===== src/sv/dufp_pkg.sv =====
`default_nettype none

package dufp_pkg;

   // Header bytes that open every frame.
   localparam logic [7:0] HDR_FIRST  = 8'h5A;
   localparam logic [7:0] HDR_SECOND = 8'hA5;

   // Command, length and word count codes that select a message.
   localparam logic [7:0] CMD_UPLOAD  = 8'h83;
   localparam logic [7:0] LEN_KEY     = 8'h06;
   localparam logic [7:0] LEN_WORD    = 8'h05;
   localparam logic [7:0] WORDS_FLOAT = 8'h02;

   // Frame byte positions that matter to the decoder.
   localparam int unsigned POS_LEN       = 2;
   localparam int unsigned POS_CMD       = 3;
   localparam int unsigned POS_ADDR_HI   = 4;
   localparam int unsigned POS_ADDR_LO   = 5;
   localparam int unsigned POS_PAYLOAD   = 6;
   localparam int unsigned PAYLOAD_BYTES = 5;
   localparam int unsigned MIN_MSG_BYTES = 7;
   localparam int unsigned MIN_FLT_BYTES = 11;

   // Message kinds.
   localparam logic [1:0] KIND_KEY   = 2'd0;
   localparam logic [1:0] KIND_WORD  = 2'd1;
   localparam logic [1:0] KIND_FLOAT = 2'd2;
   localparam logic [1:0] KIND_NONE  = 2'd3;

   // One decoded message.
   typedef struct packed {
      logic [1:0]  msg_kind;
      logic [15:0] vp_address;
      logic [15:0] word_value;
      logic [7:0]  key_code;
      logic [31:0] float_bits;
   } msg_type;

endpackage

`default_nettype wire


===== src/sv/display_upload_frame_parser_core.sv =====
// Channel   Direction  Handshake            Payload
// req       in         req_valid/req_ready  req_rx_byte
// rsp       out        rsp_valid/rsp_ready  rsp_msg_kind, rsp_vp_address, rsp_word_value,
//                                           rsp_key_code, rsp_float_bits
//
// One byte is taken per clock cycle while req_ready is high; a message is registered
// into the output register, or the skid entry if rsp stalls, from its frame's last byte.
// The frame state sits in registers and is updated by combinational logic.
// An output register plus one skid entry hold messages; req_ready drops only
// while the skid entry is occupied, i.e. after rsp stalls with two messages.
// Reset is synchronous and clears the frame position and both valid flags.
`default_nettype none

module display_upload_frame_parser_core #(
   parameter int unsigned FRAME_BUFFER_BYTES = 64
) (
   input  wire logic        clock,
   input  wire logic        reset,
   input  wire logic        req_valid,
   output logic             req_ready,
   input  wire logic [7:0]  req_rx_byte,
   output logic             rsp_valid,
   input  wire logic        rsp_ready,
   output logic [1:0]       rsp_msg_kind,
   output logic [15:0]      rsp_vp_address,
   output logic [15:0]      rsp_word_value,
   output logic [7:0]       rsp_key_code,
   output logic [31:0]      rsp_float_bits
);
   import dufp_pkg::*;

   localparam logic [6:0] BUF_LIMIT = 7'(FRAME_BUFFER_BYTES);

   // Frame state.
   logic [6:0]  byte_index_ff, byte_index_in;
   logic [7:0]  frame_length_ff, frame_length_in;
   logic [7:0]  command_byte_ff, command_byte_in;
   logic [15:0] address_word_ff, address_word_in;
   logic [7:0]  payload_ff [PAYLOAD_BYTES];
   logic [7:0]  payload_in [PAYLOAD_BYTES];

   // Output register and skid entry.
   logic        rsp_valid_ff, rsp_valid_in;
   logic        skid_valid_ff, skid_valid_in;
   msg_type     out_ff, out_in;
   msg_type     skid_ff, skid_in;

   logic        accept;
   logic        emit;
   logic        out_take;
   logic [6:0]  pos_next;
   logic [8:0]  total;
   msg_type     msg;

   assign accept   = req_valid & req_ready;
   assign out_take = rsp_valid_ff & rsp_ready;
   assign req_ready = ~skid_valid_ff;

   // Frame tracking and message decode for the byte on the input.
   always_comb begin
      byte_index_in   = byte_index_ff;
      frame_length_in = frame_length_ff;
      command_byte_in = command_byte_ff;
      address_word_in = address_word_ff;
      for (int i = 0; i < PAYLOAD_BYTES; i++) begin
         payload_in[i] = payload_ff[i];
      end
      pos_next = byte_index_ff + 7'd1;
      total    = 9'd3 + {1'b0, frame_length_in};
      emit     = 1'b0;
      msg      = '0;
      msg.msg_kind = KIND_NONE;

      if (accept) begin
         if (byte_index_ff == 7'd0) begin
            byte_index_in = (req_rx_byte == HDR_FIRST) ? 7'd1 : 7'd0;
         end else if (byte_index_ff == 7'd1) begin
            byte_index_in = (req_rx_byte == HDR_SECOND) ? 7'd2 : 7'd0;
         end else begin
            // Capture the byte into the field that its position names.
            if (byte_index_ff == 7'(POS_LEN)) begin
               frame_length_in = req_rx_byte;
            end
            if (byte_index_ff == 7'(POS_CMD)) begin
               command_byte_in = req_rx_byte;
            end
            if (byte_index_ff == 7'(POS_ADDR_HI)) begin
               address_word_in[15:8] = req_rx_byte;
            end
            if (byte_index_ff == 7'(POS_ADDR_LO)) begin
               address_word_in[7:0] = req_rx_byte;
            end
            for (int i = 0; i < PAYLOAD_BYTES; i++) begin
               if (byte_index_ff == 7'(POS_PAYLOAD + i)) begin
                  payload_in[i] = req_rx_byte;
               end
            end
            total = 9'd3 + {1'b0, frame_length_in};

            // Oversize drop, frame end, buffer limit drop, or keep counting.
            priority if (pos_next == 7'd3 && total > 9'(FRAME_BUFFER_BYTES)) begin
               byte_index_in = 7'd0;
            end else if ({2'b00, pos_next} >= total) begin
               byte_index_in = 7'd0;
               msg.vp_address = address_word_in;
               if (command_byte_in == CMD_UPLOAD && pos_next >= 7'(MIN_MSG_BYTES)) begin
                  priority if (frame_length_in == LEN_KEY) begin
                     emit           = 1'b1;
                     msg.msg_kind   = KIND_KEY;
                     msg.word_value = {payload_in[0], payload_in[1]};
                     msg.key_code   = payload_in[2];
                  end else if (frame_length_in == LEN_WORD) begin
                     emit           = 1'b1;
                     msg.msg_kind   = KIND_WORD;
                     msg.word_value = {payload_in[0], payload_in[1]};
                  end else if (pos_next >= 7'(MIN_FLT_BYTES)
                               && payload_in[0] == WORDS_FLOAT) begin
                     emit           = 1'b1;
                     msg.msg_kind   = KIND_FLOAT;
                     msg.float_bits = {payload_in[1], payload_in[2],
                                       payload_in[3], payload_in[4]};
                  end else begin
                     emit = 1'b0;
                  end
               end
            end else if (pos_next >= BUF_LIMIT) begin
               byte_index_in = 7'd0;
            end else begin
               byte_index_in = pos_next;
            end
         end
      end
   end

   // Output register with one skid entry behind it.
   always_comb begin
      rsp_valid_in  = rsp_valid_ff;
      skid_valid_in = skid_valid_ff;
      out_in        = out_ff;
      skid_in       = skid_ff;
      if (!rsp_valid_ff || out_take) begin
         if (skid_valid_ff) begin
            rsp_valid_in  = 1'b1;
            out_in        = skid_ff;
            skid_valid_in = emit;
            skid_in       = msg;
         end else begin
            rsp_valid_in = emit;
            out_in       = msg;
         end
      end else if (emit) begin
         skid_valid_in = 1'b1;
         skid_in       = msg;
      end
   end

   // Control state.
   always_ff @(posedge clock) begin
      if (reset) begin
         byte_index_ff   <= 7'd0;
         frame_length_ff <= 8'd0;
         rsp_valid_ff    <= 1'b0;
         skid_valid_ff   <= 1'b0;
      end else begin
         byte_index_ff   <= byte_index_in;
         frame_length_ff <= frame_length_in;
         rsp_valid_ff    <= rsp_valid_in;
         skid_valid_ff   <= skid_valid_in;
      end
   end

   // Frame fields and message payloads need no reset.
   always_ff @(posedge clock) begin
      command_byte_ff <= command_byte_in;
      address_word_ff <= address_word_in;
      for (int i = 0; i < PAYLOAD_BYTES; i++) begin
         payload_ff[i] <= payload_in[i];
      end
      out_ff  <= out_in;
      skid_ff <= skid_in;
   end

   assign rsp_valid      = rsp_valid_ff;
   assign rsp_msg_kind   = out_ff.msg_kind;
   assign rsp_vp_address = out_ff.vp_address;
   assign rsp_word_value = out_ff.word_value;
   assign rsp_key_code   = out_ff.key_code;
   assign rsp_float_bits = out_ff.float_bits;

   // The skid entry is only filled behind a stalled output register.
   a_skid_behind_out: assert property (@(posedge clock) disable iff (reset)
      skid_valid_ff |-> rsp_valid_ff)
      else $error("skid entry valid while output register is empty");

   // The frame position never reaches the buffer size.
   a_index_bound: assert property (@(posedge clock) disable iff (reset)
      byte_index_ff < BUF_LIMIT)
      else $error("byte index reached the buffer size");

   // A new message follows an accepted byte.
   a_msg_from_item: assert property (@(posedge clock) disable iff (reset)
      $rose(rsp_valid_ff) |-> $past(accept))
      else $error("message appeared without an accepted item");

   // A delivered message always carries a defined kind.
   a_kind_defined: assert property (@(posedge clock) disable iff (reset)
      rsp_valid_ff |-> out_ff.msg_kind != KIND_NONE)
      else $error("message with undefined kind");

endmodule

`default_nettype wire


===== config.mk =====
export PLATFORM = sky130hd
export DESIGN_NAME = display_upload_frame_parser_core
export DESIGN_NICKNAME = d
export VERILOG_FILES = /design/src/sv/dufp_pkg.sv /design/src/sv/display_upload_frame_parser_core.sv
export SDC_FILE = /design/constraint.sdc
export NUM_CORES = 1
export LEC_CHECK = 0
export BUFFER_PORTS_ARGS = -buffer_cell sky130_fd_sc_hd__buf_2
export CAP_MARGIN = 25
export CORE_UTILIZATION = 25
export DETAILED_ROUTE_END_ITERATION = 16
export SETUP_SLACK_MARGIN = 0.5
export SLEW_MARGIN = 10
export SYNTH_ARGS = -nofsm -noshare
export SYNTH_HDL_FRONTEND = slang
export SYNTH_SLANG_ARGS = --single-unit

===== constraint.sdc =====
create_clock -name clock -period 9.9 [get_ports clock]
set_clock_uncertainty 0.2 [all_clocks]
set_input_delay 1.98 -clock clock [delete_from_list [all_inputs] [get_ports clock]]
set_output_delay 1.98 -clock clock [all_outputs]
set_load 0.005 [all_outputs]

==> metrics, run 1 <==
syn nets=858; most frequent cells in the layout=edfxtp_1 (212), nand2_1 (108), nor2_1 (91); Cell Pwr Density=173 nW/um^2; crit path launch=req_rx_byte[2]; post-synth cell types=59; Area Overhead vs Synth=18.2%; Synth Cell Area=10100 um^2; leak pwr=4.75 nW; Hold Path Depth=2; Final nets=934; IO buf count=87; max capacitance violation total=0; cts repair resizes=0; CTS max path bufs=3; Async SR Flop Fraction=0%; Die Ht=203 um; f_max=173 MHz; final hold vios=0; Synth Register Bits=229; Sequential Area=6710 um^2; initial antenna violation count=0; Routed WL per cell=16.3 um; worst r2r dst=skid_ff[64]; post-DR vias/cell=4.44; CTS buffer count=24; drt first pass iters=5; largest net degree at the start of global routing=76; worst-margin pin slew=956 ps; Remaining Overflow, GRT=0; flop2flop setup slack=4450 ps; commonest non-fill, non-tap cell in the layout=edfxtp_1; Ant. Diodes=0; post-route setup TNS=0 ps; share of cells above drive strength 1=16.6%; Final Critical Period=5790 ps; CP max-delay cell=buf_4; Tcrit/Tclk final=58.5%; Post-synth top flop=edfxtp_1; Hold Buf Count CTS=0; Ports=88; peak supply drop=0.126 mV; kind of critical path=primary input to flip-flop; startpoint type of the worst setup path=primary input; # rows=73; Gate Count Post-Synth=835; worst r2r src=byte_index_ff[0]; Antenna Nets Post-Route=0; Pwr Total=2.06 mW; worst min-delay path class=flip-flop to flip-flop; Reg2Reg Depth=16; Hold Crit Start=frame_length_ff[5]; largest fanout on the critical path=62; Hold EP=frame_length_ff[5]; EDFF count, synth=212; Seq/Total Area, Yosys=66.4%; clk_lat worst skew=510 ps; Multi-input gate area=2970 um^2; postcts setup bufs=0; outcome=complete, no violations; Fillers=4071; RSZ-0062 raised after global routing=no; Slowest Stage Delay on Critical Path=700 ps; Synth Warn #=0; clock slew at reported path FFs=60 ps; CTS tree=done; DP HPWL=15.5 mm; DR vias=6454; gr usage total=11.5%; CP Capture Type=flip-flop; CP most frequent cell=nand2_1; Worst Path Arrival=5730 ps; die width=203 um; CTS root buf=clkbuf_16; DR DRC count=0; Die ar.=41200 um^2; H-tree levels=1; Slew Limit Fails=0; Synth Area per Inst=12.1 um^2; relative slew slack=36.3%; Routed WL=23.6 mm; First DRT Iteration DRCs=548; required time worst endpoint=9840 ps; worst path cell trace=buf_2, o2111a_1, nand2_1, mux2_4, xnor2_1, ha_1, o21a_1, o32ai_1, a21oi_1, o21ai_2, nor4_1, nand2_1, o21ai_4, buf_4; Placer Congestion=0.944; CTS sink cnt=229; final setup violation count=0; first-pass GRT wire length=36.9 mm; vias in the first global route=6315; core area=39800 um^2; initial cell density of the core=25.4%
[where the power goes]
group	switching [mW]	internal [mW]
Clock	0.368	0.588
Combinational	0.0358	0.0133
Sequential	0.00325	1.05
[cell usage after synthesis, types with 6 or more instances]
| cell | number | area [um^2] |
|---|---|---|
| xor2_1 | 6 | 52.6 |
| nand3_1 | 15 | 75.1 |
| nor2_1 | 91 | 342 |
| o21ai_0 | 78 | 390 |
| a21oi_1 | 16 | 80.1 |
| nor3_1 | 9 | 45.0 |
| nand4_1 | 8 | 50.1 |
| mux2i_1 | 60 | 601 |
| nand2_1 | 108 | 405 |
| o21ai_1 | 6 | 30.0 |
| clkbuf_1 | 35 | 131 |
| inv_1 | 66 | 248 |
| mux2_2 | 8 | 90.1 |
| dfxtp_1 | 17 | 340 |
| edfxtp_1 | 212 | 6370 |
| ha_1 | 11 | 138 |
[how the worst max path moves through the flow]
stage	endpoint	slack (ps)	depth (start not counted)
2_1_floorplan	skid_ff[0]	1840	2
4_1_cts	skid_ff[9]	4140	14
6_report	skid_ff[64]	4110	14
3_3_place_gp	skid_ff[5]	3710	14
3_5_place_dp	skid_ff[68]	3610	14
5_1_grt	skid_ff[70]	3870	14
[cell families (layout without fill, tap and decap cells)]
group                    count (synthesis)  count (layout)  synth area share (%)
multiplexers                            69              69                  6.99
adder cells (fa/ha/maj)                 11              11                  1.36
flip-flops                             229             229                  66.4
AND/OR/NAND/NOR                        275             275                  12.6
buffers and inverters                  110             203                  4.29
AO/OA/AOI/OAI                          132             132                  7.60
XOR/XNOR                                 9               9                 0.781
[layer usage]
| metal | GRT usage (%) | wire (um) | up-vias |
|---|---|---|---|
| met1 | 14.7 | 10400 | 3096 |
| met4 | 2.63 | 455 | 0 |
| li1 | - | - | 3134 |
| met5 | 0 | 0 | - |
| met2 | 19.3 | 11200 | 180 |
| met3 | 2.87 | 1570 | 44 |
[flip-flops by register name (all words and copies together), names as in the netlist, 16 cells and up]
register and count:
skid_ff 74, payload_ff 40, rsp_float_bits 32, address_word_ff 16, rsp_vp_address 16, rsp_word_value 16
[stage by stage]
stage / instances / utilization [%] / setup slack [ps] / hold slack [ps] / instance area [um^2]
after detailed placement: 1409 / 27.8 / 3610 / 286 / 11100
final: 1453 / 30.0 / 4110 / 292 / 11900
after global placement: 1408 / 27.8 / 3710 / 276 / 11100
after global routing: 1453 / 30.0 / 3870 / 338 / 11900
after CTS: 1452 / 29.9 / 4140 / 292 / 11900
after floorplan: 835 / - / 1840 / 263 / 10100
[layout make-up]
| cell class | instances | share of cell area (%) |
|---|---|---|
| Inverter | 66 | 2.10 |
| Timing Repair Buffer | 94 | 4.18 |
| Tap cell | 525 | 5.51 |
| Multi-Input combinational cell | 496 | 24.9 |
| Sequential cell | 229 | 56.2 |
| Clock buffer | 25 | 5.24 |
| Clock inverter | 18 | 1.84 |
[worst max-delay path, delay by kind of cell]
kind	cells	cell delay, ps
multiplexers	1	330
AO/OA/AOI/OAI	6	1070
buffers and inverters	2	1040
XOR/XNOR	1	130
AND/OR/NAND/NOR	3	800
adder cells (fa/ha/maj)	1	280
Power figures use the tool's default switching activity.
==> inputs of run 2 (changes only) <==
--- a/config.mk
+++ b/config.mk
@@ -5,6 +5,7 @@
 export SDC_FILE = /design/constraint.sdc
 export NUM_CORES = 1
 export LEC_CHECK = 0
+export ABC_AREA = 1
 export BUFFER_PORTS_ARGS = -buffer_cell sky130_fd_sc_hd__buf_2
 export CAP_MARGIN = 25
 export CORE_UTILIZATION = 25
==> constraint.sdc (replaced) <==
create_clock -name clock -period 5.6 [get_ports clock]
set_clock_uncertainty 0.2 [all_clocks]
set_input_delay 1.12 -clock clock [delete_from_list [all_inputs] [get_ports clock]]
set_output_delay 1.12 -clock clock [all_outputs]
set_load 0.005 [all_outputs]
==> metrics, run 2 <==
initial cell density of the core=25.4% (+0.053 points); CTS root buf=clkbuf_16; top-area cell type share of the netlist area=57.9% (-5.1 points); CTS tree=done; Sequential Area=6710 um^2 (unchanged); CP Capture Type=flip-flop; vias in the first global route=7776 (+23%); leading post-synthesis cells by instance count=nand2_1 (253), edfxtp_1 (212), nor2_1 (107); Synth Cell Area=11000 um^2 (+8.9%); EDFF count, synth=212 (unchanged); Final Critical Period=4520 ps; clock slew at reported path FFs=70 ps (about the same); max FFs per register=74 (unchanged); max capacitance violation total=0 (unchanged); Routed WL=29.1 mm (+23%); Routed WL per cell=16.4 um (+0.79%); peak supply drop=0.174 mV (+39%); post-DR vias/cell=4.54 (+2.2%); Fillers=4500 (+11%); first-pass GRT wire length=45.4 mm (+23%); largest net degree at the start of global routing=79 (+3.9%); Worst Path Arrival=4520 ps (-1210 ps); startpoint type of the worst setup path=flip-flop; Placed Instances=1737 (+23%); CTS buffer count=23 (-4.2%); Remaining Overflow, GRT=0 (unchanged); Setup WS post-layout=1080 ps (-3030 ps); CTS max path bufs=3 (unchanged); combinational group share of total power=4.7% (+2.3 points); Seq/Total Area, Yosys=61.0% (-5.4 points); XOR/XNOR Fraction of Synth Area=0.239% (-0.54 points); f_max=221 MHz; die width=212 um (+4.3%); initial antenna violation count=0 (unchanged); Die Ht=212 um (+4.3%); most common cell in the netlist=nand2_1; Synth Register Bits=229 (unchanged); Multi-input gate area=3610 um^2 (+21%); main combinational cell family by area after synthesis=simple AND/OR/NAND/NOR gates; most frequent cells in the layout=nand2_1 (253), edfxtp_1 (212), nor2_1 (106); clk_lat worst skew=540 ps (+30 ps); Slew Limit Fails=0 (unchanged); drt first pass iters=5 (unchanged); Post-Synth Simple-Gate Area=23.1% (+11 points); outcome=complete, no violations; post-route setup TNS=0 ps (unchanged); commonest non-fill, non-tap cell in the layout=nand2_1; kind of critical path=flip-flop to flip-flop; RSZ-0062 raised after global routing=no; CP max-delay cell=dfxtp_1; Synth area leader=edfxtp_1; Area Overhead vs Synth=16.6%; Cell Pwr Density=282 nW/um^2 (+63%); gr usage total=13.1% (+1.6 points); Placer Congestion=0.828 (-12%); core area=43300 um^2 (+8.6%); post-synthesis mux area share=0% (-7.0 points); Int Pwr=2.80 mW (+69%); First DRT Iteration DRCs=632 (+15%); # rows=76 (+4.1%); final setup violation count=0 (unchanged); CTS sink cnt=229 (unchanged); switching pwr=0.812 mW (+99%); postcts setup bufs=0 (unchanged); Tcrit/Tclk final=80.8%; Gate Count Post-Synth=1100 (+32%); cts repair resizes=0 (unchanged); Antenna Nets Post-Route=0 (unchanged); switch share=22.5% (+2.7 points); DR vias=8068 (+25%); Finished Layout Cells=1778 (+22%); adder-cell share of the synthesized area=1.25% (-0.11 points); Ports=88 (unchanged); worst path cell trace=inv_1, ha_1, inv_1, nor2_8, nand2_8, nand2_1, nand2_2, nand2_4, nand3_4, nand2_2, ha_1, inv_1, nor3_1, nor3b_1, nand2_1, nand3_1, nand2_1, nand2_2, nor2_4, nand4_1, a21oi_4, buf_12; post-synth cell types=38 (-36%); Synth Area per Inst=9.99 um^2 (-17%); worst min-delay path class=flip-flop to flip-flop; clock power share=43.5% (-2.9 points); relative slew slack=32.6% (-3.6 points); Hold Buf Count CTS=0 (unchanged); required time worst endpoint=5600 ps (-4240 ps); Ant. Diodes=0 (unchanged); Slowest Stage Delay on Critical Path=510 ps (-190 ps); Pwr Total=3.61 mW (+75%); Synth Warn #=0 (unchanged); DP HPWL=19.0 mm (+23%); worst-margin pin slew=1010 ps (+54.5 ps); Final nets=1200 (+28%); Synth Area in Compound Gates=7.90% (+0.30 points); largest fanout on the critical path=57 (-8.1%); Synth area leaders=edfxtp_1 (58%), nand2_1 (8.6%), nor2_1 (3.7%); Async SR Flop Fraction=0% (unchanged); H-tree levels=1 (unchanged); IO buf count=87 (unchanged); hold slack final=272 ps (-20.1 ps); Place WS=730 ps (-2880 ps); final hold vios=0 (unchanged); Die ar.=44800 um^2 (+8.8%); Seq pwr share=51.8% (+0.6 points); share of cells above drive strength 1=17.2% (+0.59 points); Largest Register=skid_ff; DR DRC count=0 (unchanged); syn nets=1123 (+31%); Post-synth top flop=edfxtp_1; leak pwr=4.77 nW (+0.44%)
## run 2: changes by cell type in the layout (fill, tap and decap cells not counted), sizes merged, moves of 12 or more
cell | previous run | this run
nor2 | 92 | 127
nor3 | 9 | 36
nand4 | 8 | 52
nand2 | 109 | 271
mux2i | 60 | 0
o21ai | 85 | 99
nand3 | 15 | 42
buf | 94 | 106
inv | 66 | 104
o31ai | 0 | 25
a21oi | 16 | 29
## run 2: logic make-up (layout without fill, tap and decap cells)
logic type,Yosys count,count (layout)
simple gates,534,534
flops,229,229
buf+inv,167,260
compound gates,156,156
fa+ha+maj,11,11
xor+xnor,3,3
## run 2: path summary, 6_finish.rpt
check	slack (ps)	cells past startpoint	endpoint	start
hold / removal	270	2	frame_length_ff[6]	frame_length_ff[6]
hold reg to reg	270	2	frame_length_ff[6]	frame_length_ff[6]
setup reg to reg	1080	22	skid_ff[11]	byte_index_ff[0]
setup / recovery	1080	22	skid_ff[11]	byte_index_ff[0]
## run 2: stage by stage
stage	instance area (um^2)	util [%]
floorplan	11000	-
global placement	12100	27.9
detailed placement	12100	27.9
CTS	12800	29.6
global route	12800	29.6
finish	12800	29.6
## run 2: final cells by class
type	count	share of cell area [%]
Sequential cell	229	52.3
Multi-Input combinational cell	704	28.1
Tap cell	585	5.71
Clock buffer	30	4.70
Timing Repair Buffer	106	4.67
Inverter	113	3.39
Clock inverter	11	1.04
## run 2: power groups by stage
stage               sequential [mW]  clock [mW]  combinational [mW]
floorplan                      1.90           0               0.114
global placement               1.90           0               0.167
detailed placement             1.90           0               0.171
CTS                            1.87        1.61               0.171
global route                   1.87        1.67               0.189
finish                         1.87        1.57               0.170
## run 2: routing by layer
metal  routed length [um]  vias up  track usage, %  part of all wire [%]
met5                    0        -               0                     0
met4                  866        0            4.87                   3.0
met1                13300     3829            18.0                    46
met2                13500      254            21.0                    46
li1                     -     3928               -                     -
met3                 1470       57            1.72                   5.0
## run 2: critical path, delay by kind of cell, from the launching register on
kind | cells | cell delay [ps]
and+or+nand+nor | 15 | 1850
buffers and inverters | 4 | 740
adders and majority gates | 2 | 530
DFF | 1 | 510
AOI/OAI and AO/OA | 1 | 280
==> inputs of run 3 (changes only) <==
==> constraint.sdc (replaced) <==
create_clock -name clock -period 3.9 [get_ports clock]
set_clock_uncertainty 0.2 [all_clocks]
set_input_delay 0.78 -clock clock [delete_from_list [all_inputs] [get_ports clock]]
set_output_delay 0.78 -clock clock [all_outputs]
set_load 0.005 [all_outputs]
==> metrics, run 3 (synthesis gave the netlist of run 2 again) <==
Final nets=1252 (+4.3%); initial cell density of the core=25.4% (unchanged); final instance area=13600 um^2 (+6.5%); final setup violation count=0 (unchanged); Post-DP Area=12300 um^2 (+2.1%); Cell Pwr Density=381 nW/um^2 (+35%); CTS sink cnt=229 (unchanged); Finished Layout Cells=1832 (+3.0%); max capacitance violation total=0 (unchanged); Hold Path Depth=2 (unchanged); gr usage total=13.4% (+0.32 points); switch share=23.2% (+0.72 points); combinational group share of total power=5.8% (+1.1 points); CTS tree=done; relative slew slack=35.1% (+2.5 points); vias in the first global route=8166 (+5.0%); Antenna Nets Post-Route=0 (unchanged); required time worst endpoint=3930 ps (-1670 ps); Die ar.=44800 um^2 (unchanged); core area=43300 um^2 (unchanged); Routed WL=30.2 mm (+3.5%); CP most frequent cell=nand2_2; Remaining Overflow, GRT=0 (unchanged); critical path buffer and inverter count=5 (+1); leak pwr=5.13 nW (+7.6%); Worst Path Arrival=3600 ps (-920 ps); peak supply drop=0.244 mV (+40%); switching pwr=1.21 mW (+49%); DR DRC count=0 (unchanged); IO buf count=87 (unchanged); Placed Instances=1755 (+1.0%); largest net degree at the start of global routing=76 (-3.8%); worst min-delay path class=flip-flop to flip-flop; Die Ht=212 um (unchanged); Slowest Stage Delay on Critical Path=350 ps (-160 ps); Largest Register=skid_ff; DP HPWL=19.3 mm (+1.5%); outcome=complete, no violations; Routed WL per cell=16.5 um (+0.41%); largest fanout on the critical path=12 (-79%); CTS max path bufs=3 (unchanged); drt first pass iters=7 (+2); initial antenna violation count=0 (unchanged); worst path cell trace=inv_4, ha_4, inv_6, nor2_8, nand2_8, nand2_4, nand2_2, nor2_4, nand2_2, nand2_2, nand2_4, ha_4, inv_2, nor3_2, nor3b_1, nand2_1, nand3_1, nand2_2, nand2_4, nor2_4, nand4_1, a21oi_4, buf_4, clkbuf_16; first-pass GRT wire length=46.9 mm (+3.3%); Hold Crit Start=frame_length_ff[6]; Ant. Diodes=0 (unchanged); Final Critical Period=3560 ps (-960 ps); clock power share=42.7% (-0.8 points); worst r2r src=byte_index_ff[0]; final hold vios=0 (unchanged); Pwr Total=5.21 mW (+44%); startpoint type of the worst setup path=flip-flop; share of cells above drive strength 1=24.4% (+7.2 points); flop2flop setup slack=340 ps (-740 ps); Area Overhead vs Synth=24.2%; First DRT Iteration DRCs=865 (+37%); worst-margin pin slew=973 ps (-37.5 ps); kind of critical path=flip-flop to flip-flop; RSZ-0062 raised after global routing=yes; CTS root buf=clkbuf_16; # rows=76 (unchanged); worst r2r dst=skid_ff[1]; most frequent cells in the layout=nand2_1 (247), edfxtp_1 (212), nor2_1 (105); commonest non-fill, non-tap cell in the layout=nand2_1; max FFs per register=74 (unchanged); clock slew at reported path FFs=60 ps (about the same); Hold Buf Count CTS=0 (unchanged); CP max-delay cell=dfxtp_4; die width=212 um (unchanged); Slew Limit Fails=0 (unchanged); post-DR vias/cell=4.56 (+0.42%); CTS buffer count=24 (+4.3%); CP Capture Type=flip-flop; hold slack final=255 ps (-16.8 ps); DR vias=8348 (+3.5%); delay-heaviest family, CP=simple AND/OR/NAND/NOR gates; Placer Congestion=0.877 (+6.0%); clk_lat worst skew=530 ps (about the same); H-tree levels=1 (unchanged); Hold EP=frame_length_ff[6]; Tcrit/Tclk final=91.3% (+11 points); Reg2Reg Depth=24 (+9.1%); Int Pwr=4.00 mW (+43%); Seq pwr share=51.5% (-0.3 points); f_max=281 MHz (+27%); Ports=88 (unchanged)
run 3: cell count changes in the layout (fill, tap and decap cells not counted), sizes merged:
cell      before  now
buf          106  153
bufinv         3    1
clkbuf        30   31
clkinv        17   24
clkinvlp       0    1
run 3: layout make-up:
class                           count  area [um^2]
Clock buffer                       27          633
Clock inverter                     17          124
Fill cell                        4360        29600
Inverter                          113          467
Multi-Input combinational cell    704         3780
Sequential cell                   229         6720
Tap cell                          585          732
Timing Repair Buffer              157         1200
run 3: repair_timing:
action,4_1_cts,5_1_grt
endpoints found under the hold margin,0,0
gates cloned,3,4
pin swaps,7,7
buffers inserted,23,3
setup endpoints to repair,192,215
gates resized for setup,27,24
run 3: worst max path at each step:
stage	cells after the start	slack, ps	start	endpoint
final	24	340	byte_index_ff[0]	skid_ff[1]
after global routing	24	140	byte_index_ff[0]	skid_ff[1]
after CTS	25	390	byte_index_ff[0]	skid_ff[52]
after detailed placement	20	80	req_rx_byte[0]	skid_ff[68]
after global placement	20	100	req_rx_byte[2]	skid_ff[71]
after floorplan	23	-560	byte_index_ff[0]	skid_ff[0]
run 3: worst reg2reg max path, delay by kind of cell (launching register included):
family	cells	cell delay, ps
buf+inv	5	530
simple gates	16	1550
fa+ha+maj	2	410
compound gates	1	210
flops	1	350
run 3: power groups by stage:
stage	clock [mW]	sequential (mW)	combinational, mW
2_1_floorplan	0	2.73	0.175
3_3_place_gp	0	2.73	0.273
3_5_place_dp	0	2.73	0.274
4_1_cts	2.28	2.68	0.292
5_1_grt	2.35	2.68	0.325
6_report	2.22	2.68	0.302
run 3: per-stage QoR:
step / util [%] / setup TNS [ps] / worst slack (ps)
final: 31.5 / 0 / 338
after global routing: 31.5 / 0 / 135
after CTS: 31.1 / 0 / 387
after detailed placement: 28.5 / 0 / 82.4
after global placement: 28.5 / 0 / 100
after floorplan: - / -42540 / -565
run 3: metal layers:
layer	GRT usage (%)	up-vias	wire length (um)	part of all wire, %
met5	0	-	0	0
met4	3.35	0	603	2.0
met3	1.75	50	1740	5.8
met2	22.7	275	14600	48
met1	18.1	3966	13200	44
li1	-	4057	-	-
